$ cat src/rtl/crcpr_pkg.sv
// ----------------------------------------------------------------------------
// crcpr_pkg: shared types and constants of the packet receiver
// Holds the phase and status codes, the result record and the CRC byte step.
// ----------------------------------------------------------------------------
`default_nettype none

package crcpr_pkg;

	localparam logic [7:0]  START_BYTE = 8'hAA;
	localparam logic [15:0] CRC_INIT   = 16'hFFFF;
	localparam logic [15:0] CRC_POLY   = 16'hA001;
	localparam int          TOTAL_W    = 25;

	typedef enum logic [1:0] {
		PH_HUNT = 2'd0,
		PH_HDR  = 2'd1,
		PH_DATA = 2'd2,
		PH_CRC  = 2'd3
	} phase_t;

	typedef enum logic [2:0] {
		ST_OK        = 3'd0,
		ST_START_TO  = 3'd1,
		ST_HDR_SHORT = 3'd2,
		ST_BAD_LEN   = 3'd3,
		ST_DATA_SHRT = 3'd4,
		ST_CRC_ERR   = 3'd5,
		ST_SEQ_ERR   = 3'd6
	} status_t;

	typedef enum logic {
		KIND_DATA   = 1'b0,
		KIND_STATUS = 1'b1
	} kind_t;

	typedef enum logic {
		OP_BYTE    = 1'b0,
		OP_TIMEOUT = 1'b1
	} op_t;

	typedef struct packed {
		logic        valid;
		kind_t       kind;
		logic [7:0]  data_byte;
		status_t     status;
		logic [15:0] packet_seq;
		logic [15:0] packet_len;
		logic [15:0] crc_local;
		logic [15:0] crc_frame;
		logic        transfer_done;
		logic        transfer_failed;
	} result_t;

	function automatic logic [15:0] crc16_byte(input logic [15:0] crc, input logic [7:0] b);
		logic [15:0] c;
		c = crc ^ {8'h00, b};
		for (int i = 0; i < 8; i++) begin
			c = c[0] ? ((c >> 1) ^ CRC_POLY) : (c >> 1);
		end
		return c;
	endfunction

endpackage

`default_nettype wire

$ cat src/rtl/crcpr_ctrl.sv
// ----------------------------------------------------------------------------
// crcpr_ctrl: frame parser state and result generation
// Holds the parser state and forms the result of the item in the input stage.
// ----------------------------------------------------------------------------
`default_nettype none

module crcpr_ctrl #(
	parameter int MAX_PAYLOAD  = 1024,
	parameter int MAX_ATTEMPTS = 3
) (
	input  wire logic                         clk,
	input  wire logic                         arst_n,
	input  wire logic                         fire,
	input  wire logic                         op,
	input  wire logic [7:0]                   rx_byte,
	input  wire logic [crcpr_pkg::TOTAL_W-1:0] byte_target,
	output crcpr_pkg::result_t                res
);

	localparam int IDX_RAW = $clog2(MAX_PAYLOAD + 1);
	localparam int IDX_W   = (IDX_RAW > 2) ? IDX_RAW : 2;
	localparam int ATT_W   = $clog2(MAX_ATTEMPTS + 1);
	localparam logic [15:0]   MAX_LEN = 16'(MAX_PAYLOAD);
	localparam logic [ATT_W-1:0] MAX_ATT = ATT_W'(MAX_ATTEMPTS);

	crcpr_pkg::phase_t              phase_q, phase_n;
	logic [IDX_W-1:0]               idx_q, idx_n, idx_inc;
	logic [15:0]                    seq_q, seq_n;
	logic [15:0]                    len_q, len_n;
	logic [15:0]                    crc_q, crc_n, crc_step;
	logic [7:0]                     low_q, low_n;
	logic [15:0]                    exp_q, exp_n;
	logic [crcpr_pkg::TOTAL_W-1:0]  rcvd_q, rcvd_n, rcvd_sum;
	logic [ATT_W-1:0]               att_q, att_n, att_inc;
	logic                           done_q, done_n;
	logic                           failed_q, failed_n;
	logic [15:0]                    recv_crc;

	always_ff @(posedge clk or negedge arst_n) begin
		if (!arst_n) begin
			phase_q  <= crcpr_pkg::PH_HUNT;
			idx_q    <= '0;
			seq_q    <= '0;
			len_q    <= '0;
			crc_q    <= crcpr_pkg::CRC_INIT;
			low_q    <= '0;
			exp_q    <= '0;
			rcvd_q   <= '0;
			att_q    <= '0;
			done_q   <= 1'b0;
			failed_q <= 1'b0;
		end else if (fire) begin
			phase_q  <= phase_n;
			idx_q    <= idx_n;
			seq_q    <= seq_n;
			len_q    <= len_n;
			crc_q    <= crc_n;
			low_q    <= low_n;
			exp_q    <= exp_n;
			rcvd_q   <= rcvd_n;
			att_q    <= att_n;
			done_q   <= done_n;
			failed_q <= failed_n;
		end
	end

	assign crc_step = crcpr_pkg::crc16_byte(crc_q, rx_byte);
	assign idx_inc  = idx_q + IDX_W'(1);
	assign att_inc  = att_q + ATT_W'(1);
	assign recv_crc = {rx_byte, low_q};
	assign rcvd_sum = rcvd_q + {{(crcpr_pkg::TOTAL_W-16){1'b0}}, len_q};

	always_comb begin
		phase_n  = phase_q;
		idx_n    = idx_q;
		seq_n    = seq_q;
		len_n    = len_q;
		crc_n    = crc_q;
		low_n    = low_q;
		exp_n    = exp_q;
		rcvd_n   = rcvd_q;
		att_n    = att_q;
		done_n   = done_q;
		failed_n = failed_q;

		res            = '0;
		res.kind       = crcpr_pkg::KIND_STATUS;
		res.status     = crcpr_pkg::ST_OK;

		if (!done_q && !failed_q) begin
			if (op == crcpr_pkg::OP_TIMEOUT) begin
				res.valid = 1'b1;
				unique case (phase_q)
					crcpr_pkg::PH_HUNT: res.status = crcpr_pkg::ST_START_TO;
					crcpr_pkg::PH_HDR:  res.status = crcpr_pkg::ST_HDR_SHORT;
					crcpr_pkg::PH_DATA,
					crcpr_pkg::PH_CRC: begin
						res.status     = crcpr_pkg::ST_DATA_SHRT;
						res.packet_seq = seq_q;
						res.packet_len = len_q;
					end
					default: res.status = crcpr_pkg::ST_START_TO;
				endcase
			end else begin
				unique case (phase_q)
					crcpr_pkg::PH_HUNT: begin
						if (rx_byte == crcpr_pkg::START_BYTE) begin
							phase_n = crcpr_pkg::PH_HDR;
							idx_n   = '0;
							crc_n   = crcpr_pkg::CRC_INIT;
							seq_n   = '0;
							len_n   = '0;
						end
					end
					crcpr_pkg::PH_HDR: begin
						crc_n = crc_step;
						idx_n = idx_inc;
						unique case (idx_q[1:0])
							2'd0:    seq_n = {8'h00, rx_byte};
							2'd1:    seq_n = {rx_byte, seq_q[7:0]};
							2'd2:    len_n = {8'h00, rx_byte};
							default: len_n = {rx_byte, len_q[7:0]};
						endcase
						if (idx_q[1:0] == 2'd3) begin
							idx_n = '0;
							if (len_n == 16'd0 || len_n > MAX_LEN) begin
								res.valid      = 1'b1;
								res.status     = crcpr_pkg::ST_BAD_LEN;
								res.packet_seq = seq_n;
								res.packet_len = len_n;
							end else begin
								phase_n = crcpr_pkg::PH_DATA;
							end
						end
					end
					crcpr_pkg::PH_DATA: begin
						crc_n = crc_step;
						idx_n = idx_inc;
						if ({{(16-IDX_W){1'b0}}, idx_inc} >= len_q) begin
							phase_n = crcpr_pkg::PH_CRC;
							idx_n   = '0;
						end
						res.valid      = 1'b1;
						res.kind       = crcpr_pkg::KIND_DATA;
						res.data_byte  = rx_byte;
						res.packet_seq = seq_q;
						res.packet_len = len_q;
					end
					crcpr_pkg::PH_CRC: begin
						if (idx_q == '0) begin
							low_n = rx_byte;
							idx_n = IDX_W'(1);
						end else begin
							res.valid      = 1'b1;
							res.packet_seq = seq_q;
							res.packet_len = len_q;
							res.crc_local  = crc_q;
							res.crc_frame  = recv_crc;
							if (crc_q != recv_crc) begin
								res.status = crcpr_pkg::ST_CRC_ERR;
							end else if (seq_q != exp_q) begin
								res.status = crcpr_pkg::ST_SEQ_ERR;
							end else begin
								res.status = crcpr_pkg::ST_OK;
								rcvd_n     = rcvd_sum;
								exp_n      = exp_q + 16'd1;
								att_n      = '0;
								phase_n    = crcpr_pkg::PH_HUNT;
								idx_n      = '0;
								if (rcvd_sum >= byte_target) begin
									done_n = 1'b1;
								end
							end
						end
					end
					default: phase_n = crcpr_pkg::PH_HUNT;
				endcase
			end

			if (res.valid && res.kind == crcpr_pkg::KIND_STATUS &&
			    res.status != crcpr_pkg::ST_OK) begin
				att_n   = att_inc;
				phase_n = crcpr_pkg::PH_HUNT;
				idx_n   = '0;
				if (att_inc >= MAX_ATT) begin
					failed_n = 1'b1;
				end
			end
		end

		res.transfer_done   = done_n;
		res.transfer_failed = failed_n;
	end

endmodule

`default_nettype wire

$ cat src/rtl/crc16_packet_receiver.sv
// ----------------------------------------------------------------------------
// crc16_packet_receiver: framed byte-stream receiver with CRC-16/MODBUS check
// Input register, parser state with result forming, and an output register.
// ----------------------------------------------------------------------------
// An accepted input beat is captured in the input register; its result is then
// registered in the output register. Throughput: one beat per cycle; the input
// stage advances whenever the output register is empty or is being read in the same cycle.
// Reset: arst_n clears all control state, sets the stored byte target to 1 and starts the
// parser hunting for the start byte. No clearing pass is needed.
// ----------------------------------------------------------------------------
`default_nettype none

module crc16_packet_receiver #(
	parameter int MAX_PAYLOAD  = 1024,
	parameter int MAX_ATTEMPTS = 3
) (
	input  wire logic                          clk,
	input  wire logic                          arst_n,
	input  wire logic                          cfg_valid,
	output logic                               cfg_ready,
	input  wire logic [crcpr_pkg::TOTAL_W-1:0] byte_target,
	input  wire logic                          in_valid,
	output logic                               in_ready,
	input  wire logic                          operation,
	input  wire logic [7:0]                    rx_byte,
	output logic                               out_valid,
	input  wire logic                          out_ready,
	output logic                               kind,
	output logic [7:0]                         data_byte,
	output logic [2:0]                         status,
	output logic [15:0]                        packet_seq,
	output logic [15:0]                        packet_len,
	output logic [15:0]                        crc_local,
	output logic [15:0]                        crc_frame,
	output logic                               transfer_done,
	output logic                               transfer_failed
);

	logic [crcpr_pkg::TOTAL_W-1:0] total_q;
	logic                          valid_s1;
	logic                          op_s1;
	logic [7:0]                    byte_s1;
	logic                          advance;
	crcpr_pkg::result_t            res;
	crcpr_pkg::result_t            res_s2;

	assign cfg_ready = 1'b1;
	assign advance   = !res_s2.valid || out_ready;
	assign in_ready  = !valid_s1 || advance;

	always_ff @(posedge clk or negedge arst_n) begin
		if (!arst_n) begin
			total_q <= crcpr_pkg::TOTAL_W'(1);
		end else if (cfg_valid) begin
			total_q <= byte_target;
		end
	end

	always_ff @(posedge clk or negedge arst_n) begin
		if (!arst_n) begin
			valid_s1 <= 1'b0;
		end else if (in_ready) begin
			valid_s1 <= in_valid;
		end
	end

	always_ff @(posedge clk) begin
		if (in_ready && in_valid) begin
			op_s1   <= operation;
			byte_s1 <= rx_byte;
		end
	end

	crcpr_ctrl #(
		.MAX_PAYLOAD  (MAX_PAYLOAD),
		.MAX_ATTEMPTS (MAX_ATTEMPTS)
	) u_ctrl (
		.clk         (clk),
		.arst_n      (arst_n),
		.fire        (valid_s1 && advance),
		.op          (op_s1),
		.rx_byte     (byte_s1),
		.byte_target (total_q),
		.res         (res)
	);

	always_ff @(posedge clk or negedge arst_n) begin
		if (!arst_n) begin
			res_s2 <= '0;
		end else if (advance) begin
			res_s2 <= valid_s1 ? res : '0;
		end
	end

	assign out_valid       = res_s2.valid;
	assign kind            = res_s2.kind;
	assign data_byte       = res_s2.data_byte;
	assign status          = res_s2.status;
	assign packet_seq      = res_s2.packet_seq;
	assign packet_len      = res_s2.packet_len;
	assign crc_local       = res_s2.crc_local;
	assign crc_frame       = res_s2.crc_frame;
	assign transfer_done   = res_s2.transfer_done;
	assign transfer_failed = res_s2.transfer_failed;

endmodule

`default_nettype wire
$ cat config.mk
export PLATFORM = sky130hd
export DESIGN_NAME = crc16_packet_receiver
export DESIGN_NICKNAME = d
export VERILOG_FILES = /design/src/rtl/crcpr_pkg.sv /design/src/rtl/crcpr_ctrl.sv /design/src/rtl/crc16_packet_receiver.sv
export SDC_FILE = /design/constraint.sdc
export NUM_CORES = 1
export LEC_CHECK = 0
export ABC_AREA = 1
export BUFFER_PORTS_ARGS = -buffer_cell sky130_fd_sc_hd__buf_2
export CORE_MARGIN = 2
export CORE_UTILIZATION = 42
export DETAILED_ROUTE_END_ITERATION = 7
export GPL_ROUTABILITY_DRIVEN = 0
export MAX_ROUTING_LAYER = met4
export PLACE_DENSITY = 0.68
export SYNTH_ARGS = -nofsm -noshare
export SYNTH_HDL_FRONTEND = slang
export SYNTH_HIERARCHICAL = 1
export SYNTH_SLANG_ARGS = --single-unit
$ cat constraint.sdc
create_clock -name clk -period 4.5 [get_ports clk]
set_input_delay 0.225 -clock clk [delete_from_list [all_inputs] [get_ports clk]]
set_output_delay 0.225 -clock clk [all_outputs]
set_load 0.05 [all_outputs]
==> impl_metrics.csv <==
group,metric,value,unit
global_routing,grt-busiest-layer,"met2",
global_routing,grt_pass1_wl,67.3,mm
timing,finalSetupViolCount,0,
timing,max_freq,244,MHz
yosys,synthTopCellsByArea,"dfrtp_1 35%, nand2_1 14%, inv_1 7.3%",
floorplan,start_util,0.429,
timing,hold_viol_final,0,
worst_hold_path,hp-class,"input pin to flip-flop",
critical_path,crit_fanout,5,
global_routing,grt_pass1_vias,13300,
yosys,ys_warn_count,6,
cts,clk_latency,0.55,ns
yosys,post-synth-top-area-cell,"dfrtp_1",
yosys,synth_nets,2075,
cts,cts_tree,"built",
floorplan,die_h,190,um
yosys,ys.flop_type,"dfrtp_1",
run,cap_viol_max_count,0,
global_routing,met1_usage,0.305,
drt,drt_first_pass_iters,6,
timing,grt_setup_unrepaired,"false",
yosys,synth.distinct_cells,51,
power,ir_drop,0.246,mV
drt,wl_per_cell,16.2,um
critical_path,path_common_cell,"nand2_1",
yosys,synth-edff-count,9,
layout,drive_gt1_frac,0.108,
layout,layout.nets,2175,
drt,ant_nets,0,
yosys,synthArstFlopShare,0.961,
critical_path,path_cells,"ha_1 -> a21o_1 -> nand3_1 -> nand3_1 -> a21boi_0 -> o21ai_0 -> a21boi_0 -> inv_1 -> nand2_1 -> nand2_1 -> nand2_1 -> and2_1 -> inv_1 -> ha_1 -> nand4_1 -> o221ai_1 -> a221oi_1 -> nand3_1 -> nand4_1 -> nand2_1 -> nand2_1 -> inv_1 -> nand2_1 -> nand2_1",
yosys,synth-seq-cells,228,
global_routing,met3_usage,0.0325,
timing,tightestPinTransition,1.08,ns
floorplan,coreArea,33700,um2
timing,finClkSkew,0.0184,ns
yosys,synth.yosys.seq_area_share,0.399,
critical_path,crit_slowest_cell,"a21boi_0",
place,portBuffers,118,
drt,drc,0,
global_routing,gr-total-overflow,0,
global_routing,grt_max_degree,112,
cts,root_buffer,"clkbuf_16",
yosys,synth_top_cell_area_share,0.350,
timing,final.setup.tns,0,ns
floorplan,rows,67,
power,total_power,4.55,mW
yosys,netlist_instances,1972,
critical_path,worst_path_dominant_cell_family,"compound AO/OA/AOI/OAI gates",
critical_path,arrival,4.51,ns
drt,vias,13600,
yosys,synth_most_common_cell,"nand2_1",
floorplan,pin_count,120,
timing,period_minus_slack,4.10,ns
drt,via_per_inst,5.33,
critical_path,crit_path_end_kind,"flip-flop",
layout,seq_area,5770,um2
floorplan,dieArea,35900,um2
drt,drt-initial-drc-count,1332,
cts,cts_setup_buffers,0,
status,status,"finished clean",
global_routing,antenna_found_initial,0,
yosys,synth_common_cells,"542 x nand2_1, 280 x inv_1, 202 x dfrtp_1",
yosys,synth_area,14500,um2
timing,drv_slew,0,
power,p_leak,9.09,nW
place,place_hpwl,28.5,mm
layout,fill_cells,3344,
global_routing,grtUsageMet2,0.376,
cts,h-tree-depth,1,
global_routing,grt_usage,0.235,
cts,cts_buffers,27,
yosys,avgSynthCellArea,7.33,um2
floorplan,die_w,190,um
timing,maxSlewHeadroom,0.280,
timing,min_period_over_period,0.910,
cts,cts_buffer_depth,3,
layout,multi_input_area,7120,um2
layout,syn2layout_area_growth,14.2,%
cts,cts.clk_slew.worst_paths,0.06,ns
drt,drt-total-wl,41.2,mm
critical_path,max_stage_delay,0.43,ns
critical_path,crit_required,4.92,ns
critical_path,cp-start-kind,"flip-flop",
power,p_per_area,275,nW/um2
critical_path,crit_buf_inv,3,
cts,clock-sinks,228,
layout,diodes,0,
critical_path,worst-setup-path-type,"flip-flop to flip-flop",
## cell families (layout without fill, tap and decap cells)
kind of cell,count (synthesis),in the layout,share of synthesized area
xor+xnor,87,87,0.0527
other cells,1,1,0.000259
simple gates,883,883,0.258
compound gates,317,317,0.124
fa+ha+maj,64,64,0.0559
buf+inv,392,513,0.109
flops,228,228,0.399
## worst min-delay path: stages
cell and delay [ns]:
buf_2 0.32, nand2_1 0.15, o21ai_0 0.07
## stage by stage
step	hold WS [ns]	cells	instance area [um2]	worst slack, ns	utilization
after floorplan	-0.0706	1972	14500	0.708	-
after global placement	0.373	2455	15300	0.381	0.454
after detailed placement	0.374	2455	15300	0.262	0.454
after CTS	0.235	2541	16500	0.220	0.490
after global routing	0.313	2541	16500	0.00838	0.490
final	0.244	2541	16500	0.403	0.490
## layout make-up
cell class | count | share of cell area
inverters | 286 | 0.0650
repair buffers | 177 | 0.0686
well taps | 448 | 0.0339
clock buffers | 36 | 0.0430
multi-input cells | 1352 | 0.431
flip-flops and latches | 228 | 0.350
clock inverters | 14 | 0.00841
## metal layers
metal  wire length (um)  vias up
li1                   -     6574
met1              17800     6390
met2              18900      497
met3               2900       93
met4               1570        0
met5                  0        -
## final timing paths
kind	cells after the start	start	end	slack, ns
hold / removal	3	cfg_valid	total_q[0]	0.24
hold reg to reg	2	total_q[0]	total_q[0]	0.48
setup reg to reg	24	u_ctrl/len_q[2]	transfer_done	0.40
setup / recovery	24	u_ctrl/len_q[2]	transfer_done	0.40
max in group asynchronous	3	arst_n	out_valid	2.93
min in group asynchronous	2	arst_n	total_q[19]	0.33
## layout by cell type (no fill, tap or decap), drive strengths merged, types with 2 or more instances in the layout
cell type / synthesis / routed
a21boi: 4 / 4
a21oi: 113 / 113
a22oi: 24 / 24
a31oi: 3 / 3
and2: 2 / 2
buf: 59 / 141
bufinv: 0 / 2
clkbuf: 47 / 36
clkinv: 2 / 9
clkinvlp: 0 / 2
dfrtp: 202 / 202
dfstp: 17 / 17
dlygate4sd3: 0 / 36
edfxtp: 9 / 9
ha: 63 / 63
inv: 284 / 287
nand2: 549 / 549
nand3: 141 / 141
nand4: 21 / 21
nor2: 82 / 82
nor3: 74 / 74
nor4: 9 / 9
o21a: 3 / 3
o21ai: 98 / 98
o22ai: 63 / 63
or2: 3 / 3
xnor2: 45 / 45
xor2: 42 / 42
## power breakdown
group / internal [mW] / switching, mW / total, mW
registers: 2.09 / 0.0271 / 2.12
clock network: 1.23 / 0.894 / 2.12
logic: 0.105 / 0.198 / 0.303
## repair_timing
action	4_1_cts	5_1_grt
gates resized for setup	0	3
hold endpoints to repair	138	0
hold buffers	36	0
endpoints found under the setup margin	0	1
## sequential cells by signal, summed over array words and instances, names as in the netlist, 3 cells and up
name	flops
status	3
u_ctrl/len_q	16
crc_local	16
byte_s1	8
total_q	25
u_ctrl/exp_q	16
u_ctrl/low_q	8
crc_frame	16
u_ctrl/idx_q	11
u_ctrl/crc_q	16
packet_seq	16
packet_len	16
data_byte	8
u_ctrl/seq_q	16
u_ctrl/rcvd_q	25
Note: power is estimated with default switching activity, not from simulation.
